`src/hdl/lzwd_pkg.sv`:
```
`timescale 1ns / 1ps
`default_nettype none
package lzwd_pkg;
   localparam int DictSize  = 4096;
   localparam int MaxWidth  = 12;
   localparam int MaxString = 64;
   localparam int AddrW     = $clog2(DictSize);
   localparam int CodeW     = 16;
   localparam int NextW     = $clog2(DictSize + 1);
   localparam int StackW    = $clog2(MaxString);
   localparam int StackCntW = $clog2(MaxString + 1);

   localparam logic [CodeW-1:0] CodeEnd       = CodeW'(16'h100);
   localparam logic [CodeW-1:0] CodeWiden     = CodeW'(16'h101);
   localparam logic [CodeW-1:0] CodeClear     = CodeW'(16'h102);
   localparam logic [CodeW-1:0] CodeFirstFree = CodeW'(16'h103);
   localparam logic [4:0]       StartWidth    = 5'd9;

   typedef enum logic [1:0] {
      ST_OK    = 2'd0,
      ST_TRUNC = 2'd1,
      ST_SAT   = 2'd2
   } status_type;

   typedef enum logic [2:0] {
      OP_NONE,
      OP_LITERAL,
      OP_EXPAND,
      OP_SAT,
      OP_END
   } op_type;

   typedef struct packed {
      op_type           op;
      logic [CodeW-1:0] code;
      logic             group_first;
      logic             done;
   } cmd_type;

   typedef enum logic [2:0] {
      BK_IDLE,
      BK_READ,
      BK_WALK,
      BK_EMIT
   } back_state_type;
endpackage
`default_nettype wire

```
`src/hdl/lzwd_queue.sv`:
```
`timescale 1ns / 1ps
`default_nettype none
module lzwd_queue
   import lzwd_pkg::*;
(
   input  wire logic clock,
   input  wire logic reset,
   input  wire logic push_valid,
   output logic      push_ready,
   input  cmd_type   push_data,
   output logic      pop_valid,
   input  wire logic pop_ready,
   output cmd_type   pop_data
);
   cmd_type    slot_ff [2];
   logic       wr_ff, wr_in, rd_ff, rd_in;
   logic [1:0] cnt_ff, cnt_in;
   logic       push, pop;

   assign push_ready = cnt_ff != 2'd2;
   assign pop_valid  = cnt_ff != 2'd0;
   assign pop_data   = slot_ff[rd_ff];
   assign push = push_valid & push_ready;
   assign pop  = pop_valid & pop_ready;

   always_comb begin
      wr_in  = wr_ff ^ push;
      rd_in  = rd_ff ^ pop;
      cnt_in = cnt_ff + {1'b0, push} - {1'b0, pop};
   end

   always_ff @(posedge clock) begin
      if (reset) begin
         wr_ff  <= 1'b0;
         rd_ff  <= 1'b0;
         cnt_ff <= '0;
      end else begin
         wr_ff  <= wr_in;
         rd_ff  <= rd_in;
         cnt_ff <= cnt_in;
      end
   end

   always_ff @(posedge clock) begin
      if (push) slot_ff[wr_ff] <= push_data;
   end
endmodule
`default_nettype wire

```
`config.mk`:
```
export PLATFORM = sky130hd
export DESIGN_NAME = lzwd_queue
export DESIGN_NICKNAME = d
export VERILOG_FILES = /design/src/hdl/lzwd_pkg.sv /design/src/hdl/lzwd_queue.sv
export SDC_FILE = /design/constraint.sdc
export NUM_CORES = 1
export LEC_CHECK = 0
export BUFFER_PORTS_ARGS = -buffer_cell sky130_fd_sc_hd__buf_2
export CAP_MARGIN = 20
export CELL_PAD_IN_SITES_DETAIL_PLACEMENT = 0
export CELL_PAD_IN_SITES_GLOBAL_PLACEMENT = 1
export CORE_ASPECT_RATIO = 1.1
export CORE_MARGIN = 3
export CORE_UTILIZATION = 44
export CTS_BUF_LIST = sky130_fd_sc_hd__clkbuf_2 sky130_fd_sc_hd__clkbuf_4 sky130_fd_sc_hd__clkbuf_8
export CTS_CLUSTER_SIZE = 24
export DETAILED_ROUTE_END_ITERATION = 16
export HOLD_SLACK_MARGIN = 0.1
export PLACE_DENSITY_LB_ADDON = 0.1
export SYNTH_ARGS = -nofsm -noshare
export SYNTH_HDL_FRONTEND = slang
export SYNTH_SLANG_ARGS = --single-unit
```
`constraint.sdc`:
```
create_clock -name clock -period 2.14 [get_ports clock]
set_input_delay 0.428 -clock clock [delete_from_list [all_inputs] [get_ports clock]]
set_output_delay 0.428 -clock clock [all_outputs]
set_load 0.02 [all_outputs]
```
==> qor.csv <==
metric;value;unit
status;finished clean;
hold_end;slot_ff[1][3];
path_clk_slew;0.08;ns
rows;23;
fin_crit_sh;82.6;%
cap_viol_max_count;0;
port_buffers;47;
clockBufferDepth;2;
fin_skew;0.00386;ns
synth_compound_area_share;2.08;%
synthCells;92;
hold_buffers;0;
synth.largest_area_cell;edfxtp_1;
place_congestion;0.731;
numPlacedInstances;192;
synth_mux_area_share;14.2;%
avgSynthCellArea;18.9;um^2
core_area;0.00371;mm^2
synth_top_family_by_area;multiplexers;
synth-simple-area-share;3.95;%
via_per_inst;4.73;
yosysMostFrequentCell;edfxtp_1;
die-area;0.00475;mm^2
synth-async-reset-ratio;0;%
drt-initial-drc-count;31;
numCtsBuffers;5;
crit_type;flop to output port;
drt.antenna.violating_nets;0;
finalSetupTns;0;ns
holdWs;0.322;ns
cts_setup_buffers;0;
hp-class;input pin to flop;
fmax;0.566;GHz
r2r_end;cnt_ff[1];
ys_warn_count;0;
synth_edf_count;42;
drive_above_1_share;54.7;%
synthXorXnorAreaFrac;0.503;%
post_drt_wl_per_cell;13.0;um
ys_seq_area_share;77.0;%
post-dp-hpwl;1820;um
cts_tree;built;
fillers;289;
drc;0;
h-tree-depth;2;
synth_top_cell_area_share;72.4;%
required;1.71;ns
io_pins;48;
overflow;0;
min_path_cells;1;
r2r_cells;6;
cp.arrival;1.34;ns
cts-root-buf;clkbuf_8;
r2r_start;cnt_ff[1];
synth_area;0.00174;mm^2
vias;946;
total_power;2430;uW
startpoint_type;flop;
synthAdderAreaFrac;1.44;%
ff2ff_setup_slack;0.60;ns
clk_latency;0.29;ns
maxSlewViolCount;0;
final_nets;176;
synth.net_count;119;
hold_start;push_data[3];
die_h;72.0;um
leakagePower;0.000851;uW
cts.sinks;46;
die_width;66.0;um
insertedDiodeCount;0;
first_pass_iters;4;
cellPowerDensity;1110;mW/mm^2
syn2layout_area_growth;25.6;%
setup_viol;0;
worstMarginPinSlew;0.288;ns
ys_top_cells_by_area;edfxtp_1 72%, mux2_2 14%, dfxtp_1 4.6%;
grt_pass1_wl;4120;um
finalCriticalPeriod;1.77;ns
netlist_top_cells_count;42 x edfxtp_1, 21 x mux2_2, 5 x nor2_1, 4 x dfxtp_1;
fin_cells;200;
yosysUniqueCellTypes;20;
rsz0062_at_grt;no;
ir_drop;0.000536;V
start_util;46.9;%
ys_ff_latch;46;
grt_max_degree;22;
post_cts_resized;0;
dominantRegCellSynth;edfxtp_1;
hold_viol;0;
grt_pass1_vias;978;
antenna_found_initial;0;
crit_fanout;11;
endpoint_kind;output port;
grt_usage;12.0;%
max-slew-margin-rel;80.8;%
routed_wirelength;2610;um
==> cell usage in the layout (no fill, tap or decap), types with 2 or more instances in the layout <==
cell type	count
buf_2	47
edfxtp_1	42
mux2_2	21
clkbuf_8	6
nor2_1	5
buf_4	5
dfxtp_1	4
nor2b_1	2
o21ai_0	2
ha_1	2
==> metal layers <==
| layer | routed length [um] | GRT usage [%] |
|---|---|---|
| met1 | 987 | 11.9 |
| met2 | 1380 | 20.7 |
| met3 | 179 | 5.26 |
| met4 | 55 | 6.77 |
| met5 | 0 | 0 |
==> flip-flops by register name, indices dropped and copies added (netlist names) <==
name     count
wr_ff        1
rd_ff        1
slot_ff     42
cnt_ff       2
==> power breakdown <==
part           total [uW]  internal [uW]  switching [uW]
registers            1150           1110            40.3
logic                 631            275             356
clock network         650            393             257
==> worst max path at each step <==
stage / from / endpoint / slack [ns] / cells after the start
3_3_place_gp: push_valid / cnt_ff[1] / 0.45 / 7
2_1_floorplan: cnt_ff[0] / slot_ff[0][0] / 0.35 / 3
6_report: rd_ff / pop_data[14] / 0.37 / 3
4_1_cts: rd_ff / pop_data[14] / 0.34 / 3
3_5_place_dp: push_valid / cnt_ff[1] / 0.39 / 7
5_1_grt: rd_ff / pop_data[7] / 0.30 / 3
==> cell type report <==
class	count	area, um^2	share of cell area (%)
Tap cell	50	62.6	2.86
Sequential cell	46	1340	61.3
Clock buffer	7	90.1	4.12
Inverter	1	3.75	0.172
Clock inverter	1	30.0	1.37
Multi-Input combinational cell	43	387	17.7
Timing Repair Buffer	52	273	12.5
==> critical path, cell delays in order (launching register included) <==
cell     delay (ns)
dfxtp_1        0.34
buf_4          0.21
mux2_2         0.35
buf_2          0.16
==> logic make-up (layout without fill, tap and decap cells) <==
family | after synthesis | after routing
DFF | 46 | 46
muxes | 22 | 22
and+or+nand+nor | 13 | 13
AOI/OAI and AO/OA | 5 | 5
buffers and inverters | 3 | 61
adders and majority gates | 2 | 2
xor gates and xnor gates | 1 | 1
==> stage by stage <==
step / worst slack [ns] / util (%) / instance area, um^2
floorplan: 0.353 / - / 1740
global placement: 0.450 / 55.7 / 2070
detailed placement: 0.391 / 55.7 / 2070
CTS: 0.342 / 58.9 / 2190
global route: 0.301 / 58.9 / 2190
finish: 0.372 / 58.9 / 2190
No activity file was read; power rests on OpenSTA's default activity.
