File: src/hdl/lzwd_pkg.sv
`timescale 1ns / 1ps
`default_nettype none
package lzwd_pkg;
   localparam int DictSize  = 4096;
   localparam int MaxWidth  = 12;
   localparam int MaxString = 64;
   localparam int AddrW     = $clog2(DictSize);
   localparam int CodeW     = 16;
   localparam int NextW     = $clog2(DictSize + 1);
   localparam int StackW    = $clog2(MaxString);
   localparam int StackCntW = $clog2(MaxString + 1);

   localparam logic [CodeW-1:0] CodeEnd       = CodeW'(16'h100);
   localparam logic [CodeW-1:0] CodeWiden     = CodeW'(16'h101);
   localparam logic [CodeW-1:0] CodeClear     = CodeW'(16'h102);
   localparam logic [CodeW-1:0] CodeFirstFree = CodeW'(16'h103);
   localparam logic [4:0]       StartWidth    = 5'd9;

   typedef enum logic [1:0] {
      ST_OK    = 2'd0,
      ST_TRUNC = 2'd1,
      ST_SAT   = 2'd2
   } status_type;

   typedef enum logic [2:0] {
      OP_NONE,
      OP_LITERAL,
      OP_EXPAND,
      OP_SAT,
      OP_END
   } op_type;

   typedef struct packed {
      op_type           op;
      logic [CodeW-1:0] code;
      logic             group_first;
      logic             done;
   } cmd_type;

   typedef enum logic [2:0] {
      BK_IDLE,
      BK_READ,
      BK_WALK,
      BK_EMIT
   } back_state_type;
endpackage
`default_nettype wire

File: src/hdl/lzwd_front.sv
`timescale 1ns / 1ps
`default_nettype none
module lzwd_front
   import lzwd_pkg::*;
(
   input  wire logic    clock,
   input  wire logic    reset,
   input  wire logic    in_valid,
   output logic         in_ready,
   input  wire logic [7:0] in_byte,
   input  wire logic    in_end,
   output logic         cmd_valid,
   input  wire logic    cmd_ready,
   output cmd_type      cmd
);
   logic [23:0] bit_buffer_ff, bit_buffer_in;
   logic [4:0]  bit_count_ff, bit_count_in;
   logic [4:0]  code_width_ff, code_width_in;
   logic        group_start_ff, group_start_in;
   logic        stopped_ff, stopped_in;
   logic [23:0] buf_w;
   logic [4:0]  cnt_w, rem;
   logic [CodeW-1:0] code;
   logic        take;
   logic        stop_now;

   // stopped items produce nothing; accept and drop
   assign in_ready = stopped_ff | cmd_ready;
   assign take     = in_valid & in_ready & ~stopped_ff;

   always_comb begin
      bit_buffer_in  = bit_buffer_ff;
      bit_count_in   = bit_count_ff;
      code_width_in  = code_width_ff;
      group_start_in = group_start_ff;
      stopped_in     = stopped_ff;
      buf_w          = {bit_buffer_ff[15:0], in_byte};
      cnt_w          = bit_count_ff + 5'd8;
      rem            = cnt_w - code_width_ff;
      code           = CodeW'((buf_w >> rem) & ((24'd1 << code_width_ff) - 24'd1));
      cmd            = '{op: OP_NONE, code: code, group_first: group_start_ff, done: 1'b0};
      stop_now       = 1'b0;
      if (cnt_w >= code_width_ff) begin
         if (group_start_ff) begin
            if (code == CodeEnd) stop_now = 1'b1;
            else begin
               cmd.op = OP_LITERAL;
               group_start_in = 1'b0;
            end
         end else if (code == CodeEnd) begin
            stop_now = 1'b1;
         end else if (code == CodeClear) begin
            group_start_in = 1'b1;
            code_width_in  = StartWidth;
         end else if (code == CodeWiden) begin
            if (code_width_ff < 5'(MaxWidth)) code_width_in = code_width_ff + 5'd1;
            else cmd.op = OP_SAT;
         end else begin
            cmd.op = OP_EXPAND;
         end
      end
      if (in_end) stop_now = 1'b1;
      cmd.done = stop_now;
      if (stop_now && cmd.op == OP_NONE) cmd.op = OP_END;
      if (take) begin
         if (cnt_w >= code_width_ff) begin
            bit_count_in  = rem;
            bit_buffer_in = buf_w & ((24'd1 << rem) - 24'd1);
         end else begin
            bit_count_in  = cnt_w;
            bit_buffer_in = buf_w;
         end
         if (stop_now) stopped_in = 1'b1;
      end else begin
         bit_buffer_in  = bit_buffer_ff;
         bit_count_in   = bit_count_ff;
         code_width_in  = code_width_ff;
         group_start_in = group_start_ff;
      end
   end

   assign cmd_valid = take;

   always_ff @(posedge clock) begin
      if (reset) begin
         bit_buffer_ff  <= '0;
         bit_count_ff   <= '0;
         code_width_ff  <= StartWidth;
         group_start_ff <= 1'b1;
         stopped_ff     <= 1'b0;
      end else begin
         bit_buffer_ff  <= bit_buffer_in;
         bit_count_ff   <= bit_count_in;
         code_width_ff  <= code_width_in;
         group_start_ff <= group_start_in;
         stopped_ff     <= stopped_in;
      end
   end
endmodule
`default_nettype wire

File: config.mk
export PLATFORM = sky130hd
export DESIGN_NAME = lzwd_front
export DESIGN_NICKNAME = d
export VERILOG_FILES = /design/src/hdl/lzwd_pkg.sv /design/src/hdl/lzwd_front.sv
export SDC_FILE = /design/constraint.sdc
export NUM_CORES = 1
export LEC_CHECK = 0
export ABC_AREA = 1
export BUFFER_PORTS_ARGS = -buffer_cell sky130_fd_sc_hd__buf_2
export CORE_MARGIN = 1
export CORE_UTILIZATION = 55
export CTS_CLUSTER_DIAMETER = 30
export DETAILED_ROUTE_END_ITERATION = 12
export GPL_ROUTABILITY_DRIVEN = 1
export PLACE_DENSITY = 0.86
export SLEW_MARGIN = 30
export SYNTH_ARGS = -nofsm -noshare
export SYNTH_HDL_FRONTEND = slang
export SYNTH_SLANG_ARGS = --single-unit
export TNS_END_PERCENT = 10
File: constraint.sdc
create_clock -name clock -period 2.7 [get_ports clock]
set_clock_uncertainty 0.15 [all_clocks]
set_input_delay 0.135 -clock clock [delete_from_list [all_inputs] [get_ports clock]]
set_output_delay 0.135 -clock clock [all_outputs]
set_load 0.005 [all_outputs]
==> metrics.txt <==
top cells by area, synth=nand2_1 (24%), nand3_1 (16%), dfxtp_1 (14%); critical path class=reg2out; failing checks=setup timing; delay of the slowest cell on the worst path=0.62 ns; worst skew pair latency=0.29 ns; critical path's top delay family=simple AND/OR/NAND/NOR gates; Nets=904; total CTS buffers=3; ANT cells=0; Netlist cell types=43; worst path required time=2.41 ns; DRT Pass-1 Iters=7; fin. max-slew vios=0; Max-Slew Margin vs Limit=53.3%; root buffer cell=clkbuf_8; Synth top area share=a little under a quarter; synthesized instance count=730; largest area contributor in the netlist=nand2_1; Setup WS pre-CTS=-0.619 ns; Overflow after GRT=0; Worst Path Max Fanout=4; CP endpoint kind=output pin; critical-path cell list=inv_2 -> ha_4 -> inv_4 -> fa_2 -> buf_6 -> buf_4 -> nand3_2 -> nand3_2 -> nand2_1 -> nor2_1 -> nor2_1 -> nand3_1 -> nand2_2 -> inv_1 -> nand2_2 -> nor2_4 -> nand3_2 -> o21ai_2 -> nand2_1 -> buf_4 -> inv_1 -> buf_2; Die H=87.4 µm; Fmax=265 MHz; Core ar.=roughly 6900 µm²; post-route ant nets=0; most frequent cells in the layout=nand2_1 (225), buf_4 (123), nand3_1 (83), inv_1 (63), nor2_1 (49); Worst path most repeated cell=nand3_2; Vias=6138; Synth-to-Final Area Change=46.5%; Worst setup SP type=flop; Ys Warns=0; EDFF count, synth=0; Worst Tran Pin Value=between 0.6 and 0.7 ns; Total Power=around 3400 µW; final wirelength=18500 µm; post-synthesis register bit count=28; Slowest cell on crit path=fa_2; CTS tree=yes; largest net degree at the start of global routing=26; Port Buffer Count=35; hold_ws=0.0128 ns; arrival time at the worst endpoint=3.49 ns; H-tree levels=1; Mapped Nets=757; most common cell after layout, fill and taps aside=nand2_1; Final Setup Violations=38; DR vias/cell=6.31; outcome=finished, violations left; Final WS setup=-1.08 ns; Tightest Hold Check Type=in2reg; initial core utilization=58.1%; DR WL/cell=approximately 19 µm; Syn Area/Cell=5.49 µm²; layout cell share with drive strength beyond 1=39.0%; CTS clk-pin slew, worst paths=0.11 ns; total of max-cap violations=0; setup_tns=-20.02 ns; die area=7640 µm²; Pwr per Cell Area=between 500 and 600 nW/µm²; crit path buf inv count=8; initial antenna violation count=0; violation count after the first detailed-route iteration=905; clock sink count=28; asr flop ratio synth=0%; Tot GR Track Use=~46%; vias in the first global route=5767; leakage=approximately 0.0032 µW; die width=87.4 µm; RSZ-0062 raised after global routing=true; Final GP Congestion=about 1.0; clock buffer depth=2; Min Clock Period, post-route=~3.8 ns; Synth Flop Type=dfxtp_1; register area share after synthesis=14.0%; I/O pin count=36; fin crit share=140%; FP Rows=30; DRC=0; hpwl dp=11300 µm; final hold vios=0; VDD IR max=0.583 mV; Post-Syn Area=roughly 4000 µm²; first-pass GRT wire length=27400 µm
-- metrics by stage --
step	std cells	util, %	cell area [µm²]
2_1_floorplan	730	-	4040
3_5_place_dp	934	72.5	5010
5_1_grt	972	85.1	5880
6_report	972	85.1	5880
3_3_place_gp	934	72.5	5010
4_1_cts	971	82.9	5720
-- metal layers --
layer | vias up | part of all wire (%) | track usage, %
met1 | 2707 | 34 | 54.9
li1 | 2660 | - | -
met4 | 0 | 7.6 | 26.5
met5 | - | 0 | 0
met3 | 178 | 14 | 12.1
met2 | 593 | 44 | 74.9
-- flip-flops by register name, indices dropped and copies added, names as in the netlist --
signal and cells:
bit_count_ff 5, stopped_ff 1, bit_buffer_ff 16, code_width_ff 5, group_start_ff 1
-- final timing paths --
path,startpoint,depth (start not counted),slack (ns),end
min reg2reg,bit_count_ff[4],2,0.36,bit_count_ff[4]
max reg2reg,bit_count_ff[0],26,-1.03,code_width_ff[4]
max,bit_count_ff[0],22,-1.08,cmd[18]
min,in_byte[1],3,0.01,bit_buffer_ff[1]
-- report_power, final --
part           internal [µW]  total [µW]  switching, µW
combinational           1020        2540           1520
sequential               434         465           30.4
clock                    199         354            155
-- layout make-up --
| class | instances | area [µm²] |
|---|---|---|
| Tap cell | 96 | 120 |
| Clock buffer | 3 | 41.3 |
| Inverter | 75 | 298 |
| Clock inverter | 1 | 30.0 |
| Sequential cell | 28 | 564 |
| Multi-Input combinational cell | 596 | 3440 |
| Fill cell | 422 | 1030 |
| Timing Repair Buffer | 173 | 1380 |
-- cells in the mapped netlist, drive strengths merged, types with 3 or more instances --
cell,instances
a21oi,35
buf,25
clkbuf,6
clkinv,3
dfxtp,28
ha,13
inv,72
nand2,274
nand3,134
nand4,12
nor2,77
nor3,7
o211ai,7
o21ai,17
or2,3
xor2,3
-- cell families after synthesis --
kind of cell	synth area share (%)
AO/OA/AOI/OAI	9.95
XOR/XNOR	1.09
adder cells (fa/ha/maj)	4.55
buffers and inverters	11.7
flip-flops	14.0
AND/OR/NAND/NOR	58.7
-- repair_timing --
action	4_1_cts	5_1_grt
gates resized for setup	94	38
gates cloned	2	0
endpoints found under the setup margin	38	42
pin swaps	58	20
hold buffers	0	0
buffers inserted	32	1
-- worst reg2reg max path, delay by kind of cell, from the launching register on --
kind | cells | cell delay [ns]
adders and majority gates | 2 | 0.76
buffers and inverters | 10 | 1.09
DFF | 1 | 0.34
and+or+nand+nor | 14 | 1.33
Note: power is estimated with default switching activity, not from simulation.
